## src/rtl/core/dda_pkg.sv

```systemverilog
`timescale 1ns / 1ps

package dda_pkg;

	// Port field widths
	localparam int PIX_W    = 12;
	localparam int COLOUR_W = 4;
	localparam int STEPS_W  = 13;

	// Defaults for the top-level parameters
	localparam int COORD_BITS_DEF = 12;
	localparam int FRAC_BITS_DEF  = 16;

	localparam logic [COLOUR_W-1:0] COLOUR_RESET = 4'd14;

	typedef enum logic {
		OP_START   = 1'b0,
		OP_ADVANCE = 1'b1
	} op_t;

	// Status from the shared divider back to the sequencer
	typedef struct packed {
		logic done;
		logic rem_nz;
	} div_stat_t;

endpackage

```

## src/rtl/core/dda_if.sv

```systemverilog
`timescale 1ns / 1ps

interface dda_cmd_if;
	logic                       valid;
	logic                       ready;
	logic                       op;
	logic [dda_pkg::PIX_W-1:0]  start_x;
	logic [dda_pkg::PIX_W-1:0]  start_y;
	logic [dda_pkg::PIX_W-1:0]  end_x;
	logic [dda_pkg::PIX_W-1:0]  end_y;

	modport source (output valid, op, start_x, start_y, end_x, end_y, input ready);
	modport sink   (input valid, op, start_x, start_y, end_x, end_y, output ready);
endinterface

interface dda_pix_if;
	logic                         valid;
	logic                         ready;
	logic                         pixel_valid;
	logic [dda_pkg::PIX_W-1:0]    pixel_x;
	logic [dda_pkg::PIX_W-1:0]    pixel_y;
	logic [dda_pkg::COLOUR_W-1:0] pixel_colour_out;
	logic                         last_pixel;

	modport source (output valid, pixel_valid, pixel_x, pixel_y, pixel_colour_out, last_pixel,
		input ready);
	modport sink   (input valid, pixel_valid, pixel_x, pixel_y, pixel_colour_out, last_pixel,
		output ready);
endinterface

interface dda_cfg_if;
	logic                         valid;
	logic                         ready;
	logic [dda_pkg::COLOUR_W-1:0] pixel_colour;

	modport source (output valid, pixel_colour, input ready);
	modport sink   (input valid, pixel_colour, output ready);
endinterface

```

## src/rtl/core/dda_line_rasterizer_core.sv

```systemverilog
`timescale 1ns / 1ps

// Channel  Dir  Payload                                          Handshake
// cmd      in   op, start_x, start_y, end_x, end_y               valid/ready
// pix      out  pixel_valid, pixel_x, pixel_y,                   valid/ready
//               pixel_colour_out, last_pixel
// cfg      in   pixel_colour                                     valid/ready (ready held high)
//
// An advance item returns its pixel in the output register the next cycle;
// advances stream at one per cycle while the sequencer is idle and pix keeps up.
// A start item emits the first pixel at once; for a line of non-zero length it then
// holds cmd.ready low while the shared restoring divider forms the x and then
// the y increment, one quotient bit per cycle.
// arst_n clears the sequencer, the line-active flag, the output valid and sets
// the colour to 14. A stalled pix channel holds its item and blocks cmd only
// when the output register is full and not being drained.

module dda_line_rasterizer_core #(
	parameter int COORD_BITS = dda_pkg::COORD_BITS_DEF,
	parameter int FRAC_BITS  = dda_pkg::FRAC_BITS_DEF
) (
	input  logic        clk,
	input  logic        arst_n,
	dda_cmd_if.sink     cmd,
	dda_pix_if.source   pix,
	dda_cfg_if.sink     cfg
);
	import dda_pkg::*;

	localparam int ACC_W  = COORD_BITS + FRAC_BITS;
	localparam int STEP_W = FRAC_BITS + 2;
	localparam int EXT_W  = (COORD_BITS > PIX_W) ? COORD_BITS : PIX_W;
	localparam int NEXT_W = (COORD_BITS > STEPS_W) ? COORD_BITS : STEPS_W;

	// Sequencer: idle, dividing for x, dividing for y
	typedef enum logic [2:0] {
		S_IDLE = 3'b001,
		S_DIVX = 3'b010,
		S_DIVY = 3'b100
	} state_t;

	state_t                 state_q;
	logic                   go_q;

	// Line state
	logic [ACC_W-1:0]       x_acc_q, y_acc_q;
	logic [STEP_W-1:0]      x_step_q, y_step_q;
	logic [STEPS_W-1:0]     steps_q;
	logic                   active_q;
	logic [COORD_BITS-1:0]  adx_q, ady_q, n_q;
	logic                   xneg_q, yneg_q;
	logic [COLOUR_W-1:0]    colour_q;

	// Output register
	logic                   out_valid_q;
	logic                   pv_q;
	logic [PIX_W-1:0]       px_q, py_q;
	logic [COLOUR_W-1:0]    pc_q;
	logic                   pl_q;

	// Start-item decode
	logic [EXT_W-1:0]       sx_ext, sy_ext, ex_ext, ey_ext;
	logic [COORD_BITS-1:0]  x0_c, y0_c, x1_c, y1_c;
	logic [COORD_BITS-1:0]  adx_c, ady_c, n_c;
	logic                   xneg_c, yneg_c;
	logic [NEXT_W-1:0]      n_ext;
	logic [STEPS_W-1:0]     n_steps;
	logic [EXT_W-1:0]       x0_pix, y0_pix;

	// Advance path
	logic [ACC_W-1:0]       x_acc_n, y_acc_n;
	logic [STEPS_W-1:0]     steps_dec;
	logic                   adv_ok, adv_last;
	logic [EXT_W-1:0]       xa_pix, ya_pix;

	// Divider hookup
	logic [COORD_BITS-1:0]  div_mag;
	logic [FRAC_BITS:0]     div_quot;
	div_stat_t              div_stat;
	logic                   div_neg;
	logic [STEP_W-1:0]      q_ext, step_fix;

	logic                   cmd_acc, is_start;

	assign cmd.ready = (state_q == S_IDLE) && (!out_valid_q || pix.ready);
	assign cfg.ready = 1'b1;
	assign cmd_acc   = cmd.valid && cmd.ready;
	assign is_start  = (op_t'(cmd.op) == OP_START);

	// Endpoints are taken modulo 2^COORD_BITS; deltas as magnitude plus sign.
	always_comb begin
		sx_ext  = EXT_W'(cmd.start_x);
		sy_ext  = EXT_W'(cmd.start_y);
		ex_ext  = EXT_W'(cmd.end_x);
		ey_ext  = EXT_W'(cmd.end_y);
		x0_c    = sx_ext[COORD_BITS-1:0];
		y0_c    = sy_ext[COORD_BITS-1:0];
		x1_c    = ex_ext[COORD_BITS-1:0];
		y1_c    = ey_ext[COORD_BITS-1:0];
		xneg_c  = (x1_c < x0_c);
		yneg_c  = (y1_c < y0_c);
		adx_c   = xneg_c ? (x0_c - x1_c) : (x1_c - x0_c);
		ady_c   = yneg_c ? (y0_c - y1_c) : (y1_c - y0_c);
		n_c     = (adx_c > ady_c) ? adx_c : ady_c;
		n_ext   = NEXT_W'(n_c);
		n_steps = n_ext[STEPS_W-1:0];
		x0_pix  = EXT_W'(x0_c);
		y0_pix  = EXT_W'(y0_c);
	end

	// Advance: add sign-extended increments, wrap in ACC_W bits, truncate.
	always_comb begin
		x_acc_n   = x_acc_q + {{(ACC_W-STEP_W){x_step_q[STEP_W-1]}}, x_step_q};
		y_acc_n   = y_acc_q + {{(ACC_W-STEP_W){y_step_q[STEP_W-1]}}, y_step_q};
		steps_dec = steps_q - 1'b1;
		adv_ok    = active_q && (steps_q != '0);
		adv_last  = (steps_dec == '0);
		xa_pix    = EXT_W'(x_acc_n[ACC_W-1:FRAC_BITS]);
		ya_pix    = EXT_W'(y_acc_n[ACC_W-1:FRAC_BITS]);
	end

	// Round the quotient: toward +inf for a rising delta (ceil), and the
	// negated floor for a falling one.
	always_comb begin
		div_mag  = (state_q == S_DIVY) ? ady_q : adx_q;
		div_neg  = (state_q == S_DIVY) ? yneg_q : xneg_q;
		q_ext    = STEP_W'(div_quot);
		step_fix = div_neg ? (~q_ext + STEP_W'(1)) : (q_ext + STEP_W'(div_stat.rem_nz));
	end

	dda_div #(
		.COORD_BITS (COORD_BITS),
		.FRAC_BITS  (FRAC_BITS)
	) u_div (
		.clk    (clk),
		.arst_n (arst_n),
		.go     (go_q),
		.mag    (div_mag),
		.den    (n_q),
		.quot   (div_quot),
		.stat   (div_stat)
	);

	// Control state
	always_ff @(posedge clk or negedge arst_n) begin
		if (!arst_n) begin
			state_q     <= S_IDLE;
			go_q        <= 1'b0;
			active_q    <= 1'b0;
			out_valid_q <= 1'b0;
			colour_q    <= COLOUR_RESET;
		end else begin
			go_q <= 1'b0;
			if (cfg.valid && cfg.ready) begin
				colour_q <= cfg.pixel_colour;
			end
			if (cmd_acc) begin
				out_valid_q <= 1'b1;
			end else if (pix.ready) begin
				out_valid_q <= 1'b0;
			end
			unique case (state_q)
				S_IDLE: begin
					if (cmd_acc) begin
						if (is_start) begin
							active_q <= (n_c != '0);
							if (n_c != '0) begin
								state_q <= S_DIVX;
								go_q    <= 1'b1;
							end
						end else begin
							// drop the line after its last pixel, or on a stray advance
							active_q <= adv_ok && !adv_last;
						end
					end
				end
				S_DIVX: begin
					if (div_stat.done) begin
						state_q <= S_DIVY;
						go_q    <= 1'b1;
					end
				end
				S_DIVY: begin
					if (div_stat.done) begin
						state_q <= S_IDLE;
					end
				end
				default: begin
					state_q <= S_IDLE;
				end
			endcase
		end
	end

	// Datapath and output payload
	always_ff @(posedge clk) begin
		if (state_q == S_DIVX && div_stat.done) begin
			x_step_q <= step_fix;
		end
		if (state_q == S_DIVY && div_stat.done) begin
			y_step_q <= step_fix;
		end
		if (cmd_acc) begin
			if (is_start) begin
				x_acc_q  <= {x0_c, {FRAC_BITS{1'b0}}};
				y_acc_q  <= {y0_c, {FRAC_BITS{1'b0}}};
				adx_q    <= adx_c;
				ady_q    <= ady_c;
				n_q      <= n_c;
				xneg_q   <= xneg_c;
				yneg_q   <= yneg_c;
				steps_q  <= n_steps;
				x_step_q <= '0;
				y_step_q <= '0;
				pv_q     <= 1'b1;
				px_q     <= x0_pix[PIX_W-1:0];
				py_q     <= y0_pix[PIX_W-1:0];
				pc_q     <= colour_q;
				pl_q     <= (n_c == '0);
			end else if (adv_ok) begin
				x_acc_q <= x_acc_n;
				y_acc_q <= y_acc_n;
				steps_q <= steps_dec;
				pv_q    <= 1'b1;
				px_q    <= xa_pix[PIX_W-1:0];
				py_q    <= ya_pix[PIX_W-1:0];
				pc_q    <= colour_q;
				pl_q    <= adv_last;
			end else begin
				// advance with no line: empty item
				pv_q <= 1'b0;
				px_q <= '0;
				py_q <= '0;
				pc_q <= '0;
				pl_q <= 1'b0;
			end
		end
	end

	assign pix.valid            = out_valid_q;
	assign pix.pixel_valid      = pv_q;
	assign pix.pixel_x          = px_q;
	assign pix.pixel_y          = py_q;
	assign pix.pixel_colour_out = pc_q;
	assign pix.last_pixel       = pl_q;

	a_start_divides: assert property (@(posedge clk) disable iff (!arst_n)
		(cmd_acc && is_start && n_c != '0) |=> (state_q == S_DIVX))
		else $error("start of a non-empty line did not launch the divider");
	a_div_done_busy: assert property (@(posedge clk) disable iff (!arst_n)
		div_stat.done |-> (state_q != S_IDLE))
		else $error("divider finished while sequencer idle");
	a_last_ends_line: assert property (@(posedge clk) disable iff (!arst_n)
		(cmd_acc && !is_start && active_q && steps_q == STEPS_W'(1))
		|=> (!active_q && pix.last_pixel && pix.pixel_valid))
		else $error("final advance did not flag last pixel");

endmodule

```

## src/rtl/core/dda_div.sv

```systemverilog
`timescale 1ns / 1ps

module dda_div #(
	parameter int COORD_BITS = dda_pkg::COORD_BITS_DEF,
	parameter int FRAC_BITS  = dda_pkg::FRAC_BITS_DEF
) (
	input  logic                   clk,
	input  logic                   arst_n,
	input  logic                   go,
	input  logic [COORD_BITS-1:0]  mag,
	input  logic [COORD_BITS-1:0]  den,
	output logic [FRAC_BITS:0]     quot,
	output dda_pkg::div_stat_t     stat
);
	import dda_pkg::*;

	localparam int CNT_W = $clog2(FRAC_BITS + 1);

	logic                  busy_q;
	logic [CNT_W-1:0]      cnt_q;
	logic [COORD_BITS:0]   rem_q;
	logic [FRAC_BITS:0]    quot_q;
	logic                  done_q;
	logic                  rem_nz_q;

	logic [COORD_BITS+1:0] diff;
	logic                  ge;
	logic [COORD_BITS:0]   rem_nxt;

	// One restoring step: mag <= den, so the integer bit comes first and
	// FRAC_BITS fraction bits follow.
	always_comb begin
		diff    = {1'b0, rem_q} - {2'b00, den};
		ge      = ~diff[COORD_BITS+1];
		rem_nxt = ge ? diff[COORD_BITS:0] : rem_q;
	end

	always_ff @(posedge clk or negedge arst_n) begin
		if (!arst_n) begin
			busy_q <= 1'b0;
			done_q <= 1'b0;
			cnt_q  <= '0;
		end else begin
			done_q <= 1'b0;
			if (go) begin
				busy_q <= 1'b1;
				cnt_q  <= CNT_W'(FRAC_BITS);
			end else if (busy_q) begin
				if (cnt_q == '0) begin
					busy_q <= 1'b0;
					done_q <= 1'b1;
				end else begin
					cnt_q <= cnt_q - 1'b1;
				end
			end
		end
	end

	always_ff @(posedge clk) begin
		if (go) begin
			rem_q <= {1'b0, mag};
		end else if (busy_q) begin
			quot_q   <= {quot_q[FRAC_BITS-1:0], ge};
			rem_q    <= {rem_nxt[COORD_BITS-1:0], 1'b0};
			rem_nz_q <= (rem_nxt != '0);
		end
	end

	assign quot        = quot_q;
	assign stat.done   = done_q;
	assign stat.rem_nz = rem_nz_q;

	a_go_idle: assert property (@(posedge clk) disable iff (!arst_n) go |-> !busy_q)
		else $error("divider restarted while busy");
	a_done_after_last: assert property (@(posedge clk) disable iff (!arst_n)
		(busy_q && !go && cnt_q == '0) |=> (done_q && !busy_q))
		else $error("divider missed its done pulse");
	a_done_pulse: assert property (@(posedge clk) disable iff (!arst_n) done_q |=> !done_q)
		else $error("divider done held longer than one cycle");

endmodule

```

## src/flat_wrapper.sv

```systemverilog
// flat-port wrapper written by rule: the top's interface ports become plain ports
module dda_line_rasterizer_core_flat import dda_pkg::*;
#(
	parameter int COORD_BITS = dda_pkg::COORD_BITS_DEF,
	parameter int FRAC_BITS  = dda_pkg::FRAC_BITS_DEF
)
  (clk, arst_n, cmd_valid, cmd_op, cmd_start_x, cmd_start_y, cmd_end_x, cmd_end_y, cmd_ready, pix_valid, pix_pixel_valid, pix_pixel_x, pix_pixel_y, pix_pixel_colour_out, pix_last_pixel, pix_ready, cfg_valid, cfg_pixel_colour, cfg_ready);
  dda_cmd_if cmd_i ();
  dda_pix_if pix_i ();
  dda_cfg_if cfg_i ();
  input  logic clk;
  input  logic arst_n;
  input wire logic [$bits(cmd_i.valid)-1:0] cmd_valid;
  input wire logic [$bits(cmd_i.op)-1:0] cmd_op;
  input wire logic [$bits(cmd_i.start_x)-1:0] cmd_start_x;
  input wire logic [$bits(cmd_i.start_y)-1:0] cmd_start_y;
  input wire logic [$bits(cmd_i.end_x)-1:0] cmd_end_x;
  input wire logic [$bits(cmd_i.end_y)-1:0] cmd_end_y;
  output wire logic [$bits(cmd_i.ready)-1:0] cmd_ready;
  output wire logic [$bits(pix_i.valid)-1:0] pix_valid;
  output wire logic [$bits(pix_i.pixel_valid)-1:0] pix_pixel_valid;
  output wire logic [$bits(pix_i.pixel_x)-1:0] pix_pixel_x;
  output wire logic [$bits(pix_i.pixel_y)-1:0] pix_pixel_y;
  output wire logic [$bits(pix_i.pixel_colour_out)-1:0] pix_pixel_colour_out;
  output wire logic [$bits(pix_i.last_pixel)-1:0] pix_last_pixel;
  input wire logic [$bits(pix_i.ready)-1:0] pix_ready;
  input wire logic [$bits(cfg_i.valid)-1:0] cfg_valid;
  input wire logic [$bits(cfg_i.pixel_colour)-1:0] cfg_pixel_colour;
  output wire logic [$bits(cfg_i.ready)-1:0] cfg_ready;
  assign cmd_i.valid = cmd_valid;
  assign cmd_i.op = cmd_op;
  assign cmd_i.start_x = cmd_start_x;
  assign cmd_i.start_y = cmd_start_y;
  assign cmd_i.end_x = cmd_end_x;
  assign cmd_i.end_y = cmd_end_y;
  assign cmd_ready = cmd_i.ready;
  assign pix_valid = pix_i.valid;
  assign pix_pixel_valid = pix_i.pixel_valid;
  assign pix_pixel_x = pix_i.pixel_x;
  assign pix_pixel_y = pix_i.pixel_y;
  assign pix_pixel_colour_out = pix_i.pixel_colour_out;
  assign pix_last_pixel = pix_i.last_pixel;
  assign pix_i.ready = pix_ready;
  assign cfg_i.valid = cfg_valid;
  assign cfg_i.pixel_colour = cfg_pixel_colour;
  assign cfg_ready = cfg_i.ready;
  dda_line_rasterizer_core #(.COORD_BITS(COORD_BITS), .FRAC_BITS(FRAC_BITS)) u_core (.clk(clk), .arst_n(arst_n), .cmd(cmd_i), .pix(pix_i), .cfg(cfg_i));
endmodule
```

## config.mk

```make
export PLATFORM = sky130hd
export DESIGN_NAME = dda_line_rasterizer_core_flat
export DESIGN_NICKNAME = d
export VERILOG_FILES = /design/src/rtl/core/dda_pkg.sv /design/src/rtl/core/dda_if.sv /design/src/rtl/core/dda_line_rasterizer_core.sv /design/src/rtl/core/dda_div.sv /design/src/flat_wrapper.sv
export SDC_FILE = /design/constraint.sdc
export NUM_CORES = 1
export LEC_CHECK = 0
export ABC_CLOCK_PERIOD_IN_PS = 4900
export BUFFER_PORTS_ARGS = -buffer_cell sky130_fd_sc_hd__buf_2
export CORE_ASPECT_RATIO = 1.75
export CORE_UTILIZATION = 36
export CTS_BUF_LIST = sky130_fd_sc_hd__clkbuf_16
export CTS_CLUSTER_SIZE = 28
export DETAILED_ROUTE_END_ITERATION = 8
export MAX_ROUTING_LAYER = met4
export PLACE_DENSITY_LB_ADDON = 0.25
export SETUP_SLACK_MARGIN = 0.3
export SKIP_CTS_REPAIR_TIMING = 1
export SYNTH_ARGS = -nofsm -noshare
export SYNTH_HDL_FRONTEND = slang
export SYNTH_SLANG_ARGS = --single-unit
```

## constraint.sdc

```tcl
create_clock -name clk -period 4.9 [get_ports clk]
set_input_delay 0.245 -clock clk [delete_from_list [all_inputs] [get_ports clk]]
set_output_delay 0.245 -clock clk [all_outputs]
set_load 0.005 [all_outputs]
```

After elaboration in Yosys (flattened, before gate mapping):

Index checks and enable logic that the tools add are counted.

* flip-flop bits (word level): 221
* latch bits: 0
* RAM bits: 0
* bits in read-only memories: 0
* input bits: 58
* output and inout bits: 33
* word-level logic and storage cells: 134
* memories kept: 0

* add/sub/neg operators: 11
* multipliers: 0
* div/mod/pow operators: 0
* order comparisons: 3
* equality and inequality tests: 10
* shift-type cells: 0
* mux-type cells: 53
* bitwise gates (word level): 4
* reduce and logical (&&, ||, !) cells: 23

Operators with widths (count)
* $mux W12: 11
* $mux W18: 7
* $mux W28: 4
* $add A28 B28 Y28: 2
* $sub A12 B12 Y12: 4
* $mux W13: 2
* $reduce_bool A13 Y1: 2
* $lt A12 B12 Y1: 2
* $add A17 B1 Y18: 1
* $add A18 B1 Y18 const B: 1
* $not A17 Y18: 1
* $mux W1: 17
* $mux W3: 5
* $mux W5: 3
* $sub A13 B12 Y14: 1
* $logic_not A13 Y1: 1
* $sub A13 B1 Y13 const B: 1
* $gt A12 B12 Y1: 1
* $logic_not A12 Y1: 1
* $reduce_bool A12 Y1: 1
* $reduce_and A2 Y1: 5
* $pmux W3 S3: 1
* $mux W4: 2
* $ne A2 B2 Y1 const B: 4
* other kinds (13): 24

Logic depth before layout (Yosys ltp):

Gate-level depths: netlist of run 1.

* depth in word-level cells: 9
* depth in mapped cells: 25
* mapped depth without buffers: 23

Modules after synthesis:

A second synthesis of run 1 with hierarchy kept.

* cell total of the unflattened synthesis: 1613
* area total of the unflattened synthesis: 15442.3 um2

By module, submodules not included
* dda_line_rasterizer_core: instances 1, cells an instance 1411, area each 13172.6 um2, seq. area each 5089.9 um2
* dda_div: instances 1, cells an instance 202, area each 2269.7 um2, seq. area each 1096.1 um2

Least setup slack after synthesis of run 1:

OpenSTA, ideal clock, no wires.

* kind: register -> register
* from: register u_core.steps_q[0]
* to: register u_core.steps_q[0] (enable)
* library setup time: 497 ps
* data arrival time: 4332 ps
* required time: 4403 ps
* slack: 71 ps
* cell stages (with the launch flop): 9
* path buffers: 1
* period minus slack after synthesis: 4829 ps
* path through: edfxtp_1 -> inv_1 -> ha_1 -> and2_1 -> clkbuf_1 -> nand3_1 -> o41a_1 -> nor2_1 -> nor2_1

* longest elaborated chain between the ends: 4

Ends and longest elaborated chain
* from (decl): RTL line dda_line_rasterizer_core.sv:48 `logic [STEPS_W-1:0] steps_q;`
* from (signal assigned): RTL line dda_line_rasterizer_core.sv:212 `steps_q <= n_steps;`
* from (signal assigned): RTL line dda_line_rasterizer_core.sv:223 `steps_q <= steps_dec;`
* $reduce_bool A13 Y1: RTL line dda_line_rasterizer_core.sv:116 `adv_ok = active_q && (steps_q != '0);`
* $logic_and A1 B1 Y1: RTL line dda_line_rasterizer_core.sv:116
* $ne A2 B1 Y1 (no source line)
* $reduce_and A2 Y1 (no source line)

No other way between the ends.
A chain may end at the register's enable or synchronous reset.

Final worst setup path of run 1:

* from: input port cmd_end_y[3]
* to: register u_core.steps_q[0] (data pin)

* longest elaborated chain between the ends: 5
* elaborated cells between the ends (all ways): 7
* those cells by class: add/sub (2); order compare (2); mux (3)

Ends and longest elaborated chain
* from (decl): RTL line flat_wrapper.sv:18 `input wire logic [$bits(cmd_i.end_y)-1:0] cmd_end_y;`
* $sub A12 B12 Y12 / $lt A12 B12 Y1 (equally long branches): RTL line dda_line_rasterizer_core.sv:103, dda_line_rasterizer_core.sv:101
* $mux W12 (*): RTL line dda_line_rasterizer_core.sv:103 `ady_c = yneg_c ? (y0_c - y1_c) : (y1_c - y0_c);`
* $gt A12 B12 Y1: RTL line dda_line_rasterizer_core.sv:104 `n_c = (adx_c > ady_c) ? adx_c : ady_c;`
* $mux W12 (*): RTL line dda_line_rasterizer_core.sv:104
* named net u_core.n_c[0]: RTL line dda_line_rasterizer_core.sv:64 `logic [COORD_BITS-1:0] adx_c, ady_c, n_c;`
* $mux W12 (*): RTL line dda_line_rasterizer_core.sv:204 `if (is_start) begin`

The timed path passes the listed nets; every way through them passes the cells marked *.

==> metrics.yaml, run 1 <==
run_status:
  run_status: "complete, no violations"
critical_path:
  cp.required_ns: 5.28
  critPathMaxFanout: 16
  crit_arrival_ns: 4.66
  critPathLaunchType: "input port"
  crit_path_end_kind: "flip-flop"
  rr_endpoint: "u_core.u_div.rem_nz_q$_DFFE_PP_"
  slowest_delay_ns: 0.46
  rr_worst_depth: 11
  r2r_start: "u_core.u_div.rem_q[1]$_DFFE_PP_"
  cp.buffers_inverters: 3
  crit_top_cell: "a21oi_1"
  critPathTopFamily: "compound AO/OA/AOI/OAI gates"
  crit_type: "in2reg"
  cp_slowest_cell: "ha_1"
  cp_cell_sequence: "buf_2, inv_1, ha_1, a21oi_1, a211oi_2, o2111ai_4, a221oi_1, o21ai_0, and2_1, ha_1, a21oi_1, a21oi_1, a211oi_1, o2bb2ai_2, buf_4, nor2_1, a21oi_1, nand2_1, o21ai_0"
  r2r_setup_slack_ns: 1.00
synthesis:
  synthCells: 1595
  synth_edf_count: 167
  synthDistinctLibCells: 94
  netlist_top_cells_count: "edfxtp_1, nor2_1, ha_1"
  synth-main-ff-cell: "edfxtp_1"
  synth.area.top_cells: "edfxtp_1, ha_1, dfxtp_1"
  synth_fp_nets: 1791
  syn_area_mm2: 0.01523
  ys_warn_count: 0
  async_flop_share_pct: 7.692
  synth_top_area_cell: "edfxtp_1"
  ys_ff_latch: 221
  synth_seq_area_share_pct: 40.60
  syn_area_per_cell_um2: 9.551
  yosys.area.top_type_share_pct: 32.92
clock_network:
  numCtsBuffers: 23
  clock-sinks: 221
  cts_tree: "done"
  ctsLongestPathBuffers: 3
  clk_pin_slew_ns: 0.07
  clkLatencyLatePin_ns: 0.55
  htree_levels: 1
  clockRootBuffer: "clkbuf_16"
grt:
  track_usage_pct: 20.83
  grt_overflow: 0
  grt_first_pass_wirelength_mm: 67.04
  use_met1_pct: 21.82
  busiest_layer: "met2"
  antenna_found_initial: 0
  grt_max_degree: 65
  use_met2_pct: 37.93
  grt_pass1_vias: 12290
  grt_use_met3_pct: 1.754
timing:
  max_freq_ghz: 0.2336
  worst_slew_pin_slew_ns: 1.046
  fin_crit_ns: 4.281
  setup_viol: 0
  setup_tns_ns: 0
  rsz0062_at_grt: "no"
  fin_skew_ns: 0.02343
  finalCritPeriodShare_pct: 87.37
  drv_slew: 0
  hold_violations: 0
  relSlewSlack_pct: 29.99
power_and_ir_drop:
  p_sw_share_pct: 37.65
  p_per_area_mw_per_mm2: 481.1
  pwr-share-comb_pct: 40.5
  p_int_mw: 5.212
  switching_power_mw: 3.147
  ir_drop_mv: 0.2996
  p_leak_nw: 7.217
  power_frac_seq_pct: 36.7
  clkPwrFrac_pct: 22.9
floorplan:
  rows: 99
  num_io_pins: 91
  die-area_mm2: 0.04318
  die_w_um: 157.5
  start_util_pct: 36.50
  fp.dieH_um: 274.1
  core_mm2: 0.04174
hold_path:
  holdPathEnd: "u_core.colour_q[3]$_DFFE_PN1P_"
  holdCritPathClass: "in2reg"
  hp-start: "cfg_valid"
  whs_path_depth: 2
drt:
  ant_nets: 0
  drtIter0Drc: 614
  wl_mm: 42.91
  first_pass_iters: 5
  routed-via-count: 12270
  drc: 0
  drt-wirelength-per-cell_um: 18.85
  avgViaCountPerCell: 5.391
placement:
  place_congestion: 0.9159
  io_buffers: 89
  place_hpwl_mm: 33.06
cells_and_area:
  fill_cells: 4138
  nNetsFinal: 1900
  syn_to_final_growth_pct: 14.04
  num_antenna_cells: 0
  post-route-util_pct: 41.62
  drive_above_1_share_pct: 13.48
  seq_area_mm2: 0.006186
  multi_input_area_mm2: 0.008381
job:
  cap_violations: 0
sequential cells by signal, summed over array words and instances, names as in the netlist, 3 cells and up:
signal / count
u_core.n_q: 12
u_core.steps_q: 13
u_core.pix.pixel_colour_out: 4
u_core.x_acc_q: 28
u_core.u_div.quot: 17
u_core.colour_q: 4
u_core.y_acc_q: 28
u_core.x_step_q: 18
u_core.u_div.cnt_q: 5
u_core.ady_q: 12
u_core.pix.pixel_y: 12
u_core.y_step_q: 18
u_core.adx_q: 12
u_core.pix.pixel_x: 12
u_core.u_div.rem_q: 13
u_core.state_q: 3
worst register-to-register path, cell delays in order, from the launching register on:
cell       delay, ns
edfxtp_1        0.47
ha_1            0.33
nor2b_1         0.13
o21a_1          0.19
o21ai_2         0.14
a21oi_1         0.12
o41ai_2         0.45
o211a_2         0.46
clkinv_1        0.35
mux2_2          0.41
a2111oi_0       0.38
nand4_1         0.19
worst max path at each step:
stage | slack (ns) | end | cells past startpoint | startpoint
after CTS | 0.64 | u_core.steps_q[0]$_DFFE_PP_ | 19 | cmd_end_y[3]
after detailed placement | 0.05 | u_core.steps_q[0]$_DFFE_PP_ | 19 | cmd_end_y[3]
after global routing | 0.31 | u_core.state_q[1]$_DFFE_PN0P_ | 22 | cmd_end_y[3]
after floorplan | 0.56 | u_core.steps_q[1]$_DFFE_PP_ | 21 | cmd_end_x[0]
after global placement | 0.16 | u_core.steps_q[0]$_DFFE_PP_ | 19 | cmd_end_y[3]
final | 0.62 | u_core.steps_q[0]$_DFFE_PP_ | 19 | cmd_end_y[3]
area by class of cell:
type,instances,share of cell area [%]
multi-input combinational,1199,48.24
sequential,221,35.60
timing repair buffer,141,4.955
tap,555,3.997
clock buffer,23,3.313
inverter,118,2.564
clock inverter,19,1.332
through the flow:
step | setup slack (ns) | area, µm² | hold slack, ns | power, mW | cells
global placement | 0.1621 | 16510 | 0.2798 | 6.443 | 2229
finish | 0.6186 | 17370 | 0.01567 | 8.359 | 2276
detailed placement | 0.05260 | 16510 | 0.2874 | 6.488 | 2229
floorplan | 0.5590 | 15240 | -0.05059 | 5.341 | 1595
global route | 0.3130 | 17370 | 0.0008401 | 8.909 | 2276
CTS | 0.6429 | 17320 | -0.3075 | 8.444 | 2271
routing by layer:
layer	part of all wire, %	vias to the layer above	routed length (µm)
met5	0	-	0
met4	6.0	0	2557
met3	2.7	89	1171
met2	53	247	22750
met1	38	5883	16430
li1	-	6051	-
layout by cell type (no fill, tap or decap), types with 13 or more instances in the layout:
master / synthesis / layout
edfxtp_1: 167 / 167
nor2_1: 167 / 165
ha_1: 131 / 131
a21oi_1: 122 / 122
inv_1: 116 / 118
nand2_1: 102 / 102
buf_2: 7 / 89
o21ai_0: 70 / 70
a211oi_1: 53 / 52
xnor2_1: 49 / 49
buf_4: 2 / 46
xor2_1: 42 / 42
a21o_1: 38 / 38
dfxtp_1: 37 / 37
nor3_1: 36 / 35
a31oi_1: 30 / 30
nand3_1: 25 / 25
clkbuf_16: 0 / 23
mux2i_1: 21 / 21
and2_1: 21 / 21
nor2b_1: 20 / 20
o21a_1: 20 / 20
nand2b_1: 17 / 17
and3_1: 17 / 17
mux2_2: 15 / 15
nand4_1: 14 / 14
o31ai_1: 13 / 13
dfrtp_1: 13 / 13
power groups by stage:
stage	logic, mW	clock network [mW]	registers (mW)
finish	3.38	1.91	3.07
global route	3.77	2.02	3.13
CTS	3.41	1.96	3.07
detailed placement	3.39	0	3.10
global placement	3.35	0	3.09
floorplan	2.35	0	2.99
cells by family (layout without fill, tap and decap cells):
logic type,Yosys count,in the layout,synth area share (%)
simple gates,475,475,15.00
compound gates,457,457,20.30
flops,221,221,40.60
buf+inv,175,301,4.591
fa+ha+maj,138,138,11.68
xor+xnor,91,91,5.232
mux,37,37,2.562
other cells,1,1,0.02462
(Power assumes the default switching activity.)
==> run 2, diff against run 1 <==
--- a/config.mk
+++ b/config.mk
@@ -13,7 +13,7 @@
 export CTS_CLUSTER_SIZE = 28
 export DETAILED_ROUTE_END_ITERATION = 8
 export MAX_ROUTING_LAYER = met4
-export PLACE_DENSITY_LB_ADDON = 0.25
+export PLACE_DENSITY = 0.58
 export SETUP_SLACK_MARGIN = 0.3
 export SKIP_CTS_REPAIR_TIMING = 1
 export SYNTH_ARGS = -nofsm -noshare
==> run 2 against run 1 <==
Clock skew up 0.0085 ns. Register-to-register slack better by 0.09 ns. Non-clock buffer count is 13 higher. Sequential share of layout area increased by 0.12 points. Total power is 3.2% lower. Maximum frequency about the same. Via count is 0.25% higher. Count of clock-buffer cells in the layout down 1. Critical path depth is the same. Cell area decreased by 0.35%. Critical path type unchanged. Worst setup slack got worse by 0.0020 ns.
==> metrics.yaml, run 2 (synthesis gave the netlist of run 1 again) <==
timing:
  relSlewSlack_pct: 31.45  # +1.5 points
  max_freq_ghz: 0.2335  # about the same
  hold_violations: 0  # unchanged
  fin_skew_ns: 0.03194  # +0.008506 ns
  fin_crit_ns: 4.283  # +0.001971 ns
  setup_tns_ns: 0  # unchanged
  finalCritPeriodShare_pct: 87.41  # about the same
  worst_slew_pin_slew_ns: 1.024  # -0.02189 ns
  rsz0062_at_grt: "no"
  drv_slew: 0  # unchanged
  setup_viol: 0  # unchanged
  setup_slack_ns: 0.6167  # -0.001971 ns
floorplan:
  core_mm2: 0.04174  # unchanged
  die-area_mm2: 0.04318  # unchanged
  rows: 99  # unchanged
  die_w_um: 157.5  # unchanged
  start_util_pct: 36.50  # unchanged
  fp.dieH_um: 274.1  # unchanged
  num_io_pins: 91  # unchanged
power_and_ir_drop:
  ir_drop_mv: 0.2413  # -19%
  p_leak_nw: 7.213  # about the same
  p_per_area_mw_per_mm2: 467.1  # -2.9%
  totalPowerFinal_mw: 8.087  # -3.2%
drt:
  routed-via-count: 12300  # +0.25%
  wl_mm: 43.54  # +1.5%
  drc: 0  # unchanged
  drtIter0Drc: 643  # +4.7%
  avgViaCountPerCell: 5.379  # -0.23%
  first_pass_iters: 5  # unchanged
  drt-wirelength-per-cell_um: 19.04  # +0.98%
  ant_nets: 0  # unchanged
clock_network:
  htree_levels: 1  # unchanged
  clockRootBuffer: "clkbuf_16"
  clk_pin_slew_ns: 0.07  # about the same
  ctsLongestPathBuffers: 3  # unchanged
  cts_tree: "done"
  numCtsBuffers: 22  # -4.3%
  clock-sinks: 221  # unchanged
  clkLatencyLatePin_ns: 0.54  # about the same
critical_path:
  critPathMaxFanout: 10  # -6
  slowest_delay_ns: 0.60  # +0.14 ns
  crit_type: "in2reg"
  cp_slowest_cell: "xnor2_1"
  cp_cell_sequence: "buf_2, inv_1, ha_1, a21oi_1, a211oi_2, o2111ai_4, nand2_4, a22oi_1, xnor2_1, inv_1, ha_1, nand2_1, o21ai_0, nand2_1, o2bb2ai_2, or4b_4, o31ai_4, o221ai_2, o31a_1"
  cp.required_ns: 5.31  # +0.03 ns
  cp.depth: 19  # unchanged
  rr_worst_depth: 11  # unchanged
  critPathTopFamily: "compound AO/OA/AOI/OAI gates"
  crit_path_end_kind: "flip-flop"
  crit_arrival_ns: 4.69  # +0.03 ns
  critPathLaunchType: "input port"
  cp.buffers_inverters: 3  # unchanged
cells_and_area:
  layout_common_cells: "edfxtp_1, nor2_1, ha_1"
  reg_top3: "u_core.x_acc_q: 28 flops, u_core.y_acc_q: 28 flops"
  drive_above_1_share_pct: 13.97  # +0.49 points
  layout_commonest_cell: "edfxtp_1"
  syn_to_final_growth_pct: 13.65
  num_antenna_cells: 0  # unchanged
  fin_cells: 2287  # +0.48%
  nNetsFinal: 1912  # +0.63%
job:
  cap_violations: 0  # unchanged
grt:
  grt_overflow: 0  # unchanged
  grt_pass1_vias: 12370  # +0.64%
  antenna_found_initial: 0  # unchanged
  track_usage_pct: 21.33  # +0.50 points
  grt_first_pass_wirelength_mm: 68.52  # +2.2%
  grt_max_degree: 56  # -14%
hold_path:
  whs_path_depth: 2  # unchanged
  holdCritPathClass: "in2reg"
placement:
  dp.cells: 2238  # +0.40%
  io_buffers: 89  # unchanged
  place_hpwl_mm: 33.55  # +1.5%
  dp_slack_ns: 0.06317  # +0.01057 ns
  place_congestion: 0.9193  # +0.37%
run_status:
  run_status: "complete, no violations"
run 2: cell type report:
class / count / area [µm²]
tap: 555 / 694.4
clock buffer: 22 / 550.5
timing repair buffer: 154 / 958.4
inverter: 118 / 445.4
fill: 4161 / 24430
multi-input combinational: 1199 / 8379
sequential: 221 / 6186
clock inverter: 18 / 100.1
run 2: worst paths after layout:
kind	startpoint	endpoint	slack, ns
worst max-delay path	cmd_end_y[3]	u_core.state_q[1]$_DFFE_PN0P_	0.62
worst min-delay path	cfg_valid	u_core.colour_q[1]$_DFFE_PN1P_	0.01
worst max register to register	u_core.u_div.rem_q[1]$_DFFE_PP_	u_core.u_div.rem_nz_q$_DFFE_PP_	1.09
worst min register to register	u_core.y_step_q[14]$_DFF_P_	u_core.y_step_q[14]$_DFF_P_	0.47
max in group asynchronous	arst_n	u_core.u_div.busy_q$_DFF_PN0_	4.24
min in group asynchronous	arst_n	u_core.colour_q[0]$_DFFE_PN0P_	0.24
run 2: power breakdown:
part,switching (mW),total [mW],internal [mW],leakage (nW)
Combinational,2.05,3.43,1.38,4.79
Clock,0.767,1.59,0.826,0.341
Sequential,0.343,3.06,2.72,2.08
Total,3.16,8.09,4.92,7.21
run 2: per-layer routing:
layer  up-vias  track usage (%)  routed length [µm]
met1      5888            22.22               16600
met3        88            1.644                1206
met4         0            12.34                2745
met2       245            38.91               22990
li1       6080                -                   -
met5         -                -                   0
run 2: per-stage QoR:
stage	util, %	hold slack, ns	area, µm²
6_report	41.48	0.01186	17310
5_1_grt	41.48	0.01682	17310
4_1_cts	41.28	-0.2975	17230
3_5_place_dp	39.72	0.2836	16580
3_3_place_gp	39.72	0.2822	16580
2_1_floorplan	-	-0.05059	15240
==> run 3, diff against run 2 <==
--- a/config.mk
+++ b/config.mk
@@ -7,7 +7,7 @@
 export LEC_CHECK = 0
 export ABC_CLOCK_PERIOD_IN_PS = 4900
 export BUFFER_PORTS_ARGS = -buffer_cell sky130_fd_sc_hd__buf_2
-export CORE_ASPECT_RATIO = 1.75
+export CORE_ASPECT_RATIO = 1.1
 export CORE_UTILIZATION = 36
 export CTS_BUF_LIST = sky130_fd_sc_hd__clkbuf_16
 export CTS_CLUSTER_SIZE = 28
==> run 3 against run 2 <==
Maximum frequency is 1.9% higher. Largest cell class unchanged. Cell area down 0.29%. Critical endpoint is now u_core.steps_q[11]$_DFFE_PP_. Die area barely moved. Count of clock-buffer cells in the layout is 3 higher. Utilization up 0.15 points. First-iteration DRC count up 11%. Global-route usage decreased by 1.6 points.
==> metrics.yaml, run 3 (synthesis gave the netlist of run 1 again) <==
power_and_ir_drop:
  switching_power_mw: 3.098  # -2.1%
  power_frac_seq_pct: 38.2  # +0.3 points
  p_leak_nw: 7.187  # -0.36%
  clkPwrFrac_pct: 21.0  # +1.3 points
  p_per_area_mw_per_mm2: 467.0  # about the same
  pwr-share-comb_pct: 40.8  # -1.6 points
  totalPowerFinal_mw: 8.062  # -0.31%
  p_sw_share_pct: 38.42  # -0.71 points
  p_int_mw: 4.964  # +0.85%
  ir_drop_mv: 0.2417  # +0.18%
floorplan:
  start_util_pct: 36.73  # +0.23 points
  rows: 78  # -21%
  fp.dieH_um: 217.8  # -21%
  num_io_pins: 91  # unchanged
  die_w_um: 198.1  # +26%
  die-area_mm2: 0.04315  # about the same
  core_mm2: 0.04148  # -0.64%
critical_path:
  crit_type: "in2reg"
  crit_arrival_ns: 4.49  # -0.20 ns
  critPathMaxFanout: 10  # unchanged
  critPathLaunchType: "input port"
  cp.required_ns: 5.18  # -0.13 ns
  crit_path_end_kind: "flip-flop"
  rr_worst_depth: 11  # unchanged
timing:
  drv_slew: 0  # unchanged
  worst_slew_pin_slew_ns: 1.059  # +0.03485 ns
  fin_skew_ns: 0.04215  # +0.01021 ns
  hold_ws_ns: 0.03802  # +0.02616 ns
  max_freq_ghz: 0.2379  # +1.9%
  setup_viol: 0  # unchanged
  relSlewSlack_pct: 29.38  # -2.1 points
  hold_violations: 0  # unchanged
  rsz0062_at_grt: "no"
  finalCritPeriodShare_pct: 85.77  # -1.6 points
  setup_tns_ns: 0  # unchanged
  fin_crit_ns: 4.203  # -0.08042 ns
hold_path:
  holdCritPathClass: "in2reg"
  whs_path_depth: 3  # +1
placement:
  place_hpwl_mm: 31.26  # -6.8%
  place_congestion: 0.9461  # +2.9%
  io_buffers: 89  # unchanged
cells_and_area:
  syn_to_final_growth_pct: 13.32
  layout_common_cells: "edfxtp_1, nor2_1, ha_1"
  layout_commonest_cell: "edfxtp_1"
  seq_area_mm2: 0.006186  # unchanged
  drive_above_1_share_pct: 12.57  # -1.4 points
  multi_input_area_mm2: 0.008376  # about the same
  fill_cells: 4087  # -1.8%
  nNetsFinal: 1896  # -0.84%
  num_antenna_cells: 0  # unchanged
  post-route-util_pct: 41.62  # +0.15 points
  reg_top3: "u_core.x_acc_q: 28 flops, u_core.y_acc_q: 28 flops"
grt:
  antenna_found_initial: 0  # unchanged
  grt_first_pass_wirelength_mm: 65.45  # -4.5%
  grt_max_degree: 61  # +8.9%
  track_usage_pct: 19.76  # -1.6 points
  grt_pass1_vias: 11770  # -4.8%
  grt_overflow: 0  # unchanged
drt:
  ant_nets: 0  # unchanged
  avgViaCountPerCell: 5.363  # -0.29%
  routed-via-count: 12220  # -0.64%
  drtIter0Drc: 713  # +11%
  drc: 0  # unchanged
  first_pass_iters: 7  # +2
  wl_mm: 41.10  # -5.6%
  drt-wirelength-per-cell_um: 18.04  # -5.3%
run_status:
  run_status: "complete, no violations"
clock_network:
  clockRootBuffer: "clkbuf_16"
  clk_pin_slew_ns: 0.06  # about the same
  ctsLongestPathBuffers: 3  # unchanged
  numCtsBuffers: 25  # +14%
  htree_levels: 1  # unchanged
  cts_tree: "done"
  clock-sinks: 221  # unchanged
  clkLatencyLatePin_ns: 0.56  # +0.02 ns
job:
  cap_violations: 0  # unchanged
## run 3: cell types whose count changed in the layout (fill, tap and decap cells not counted), moves of 3 or more
cell,previous run,this run
clkbuf_16,22,25
inv_1,120,129
clkinv_2,6,2
buf_4,59,36
dlygate4sd3_1,5,9
## run 3: power groups by stage
stage	registers, mW	clock network (mW)	logic [mW]
after CTS	3.08	1.75	3.29
after detailed placement	3.11	0	3.28
after global placement	3.11	0	3.23
final	3.08	1.70	3.29
after global routing	3.14	1.81	3.68
after floorplan	2.99	0	2.35
## run 3: path summary, 6_finish.rpt
path / start / end / slack, ns
min reg2reg: u_core.y_step_q[12]$_DFF_P_ / u_core.y_step_q[12]$_DFF_P_ / 0.47
max in group asynchronous: arst_n / u_core.state_q[0]$_DFFE_PN1P_ / 4.30
max: cmd_end_x[0] / u_core.steps_q[11]$_DFFE_PP_ / 0.70
min: cmd_start_x[11] / u_core.x_acc_q[27]$_DFFE_PP_ / 0.04
max reg2reg: u_core.u_div.rem_q[1]$_DFFE_PP_ / u_core.u_div.rem_nz_q$_DFFE_PP_ / 1.07
min in group asynchronous: arst_n / u_core.colour_q[0]$_DFFE_PN0P_ / 0.20
## run 3: metal layers
layer / track usage (%) / vias up / part of all wire, %
met1: 26.27 / 5818 / 47
met5: - / - / 0
met2: 32.25 / 292 / 47
met4: 4.961 / 0 / 2.0
met3: 1.856 / 53 / 4.0
li1: - / 6059 / -
## run 3: cell type report
type	instances	share of cell area, %
repair buffers	135	4.783
clock inverters	21	0.6088
clock buffers	25	3.624
multi-input cells	1199	48.51
well taps	560	4.059
flip-flops and latches	221	35.83
inverters	118	2.580
## run 3: stage by stage
step                      setup WS, ns  instances  area (µm²)
after global placement          0.2745       2224       16440
after CTS                       0.7377       2270       17170
after detailed placement        0.1752       2224       16440
after global routing            0.4204       2279       17260
final                           0.6971       2279       17260
after floorplan                 0.5590       1595       15240
## run 3: critical path: stages
cell and delay [ns]:
buf_2 0.11, inv_1 0.05, ha_1 0.17, inv_1 0.06, fa_1 0.41, a211oi_2 0.31, o211ai_4 0.17, a31oi_4 0.26
buf_4 0.21, o2bb2ai_2 0.07, xnor2_1 0.40, ha_1 0.32, and3_1 0.16, nand4_1 0.11, a21oi_1 0.05, a211oi_1 0.26
o2bb2ai_2 0.26, buf_4 0.25, mux2_2 0.35, mux2_2 0.25
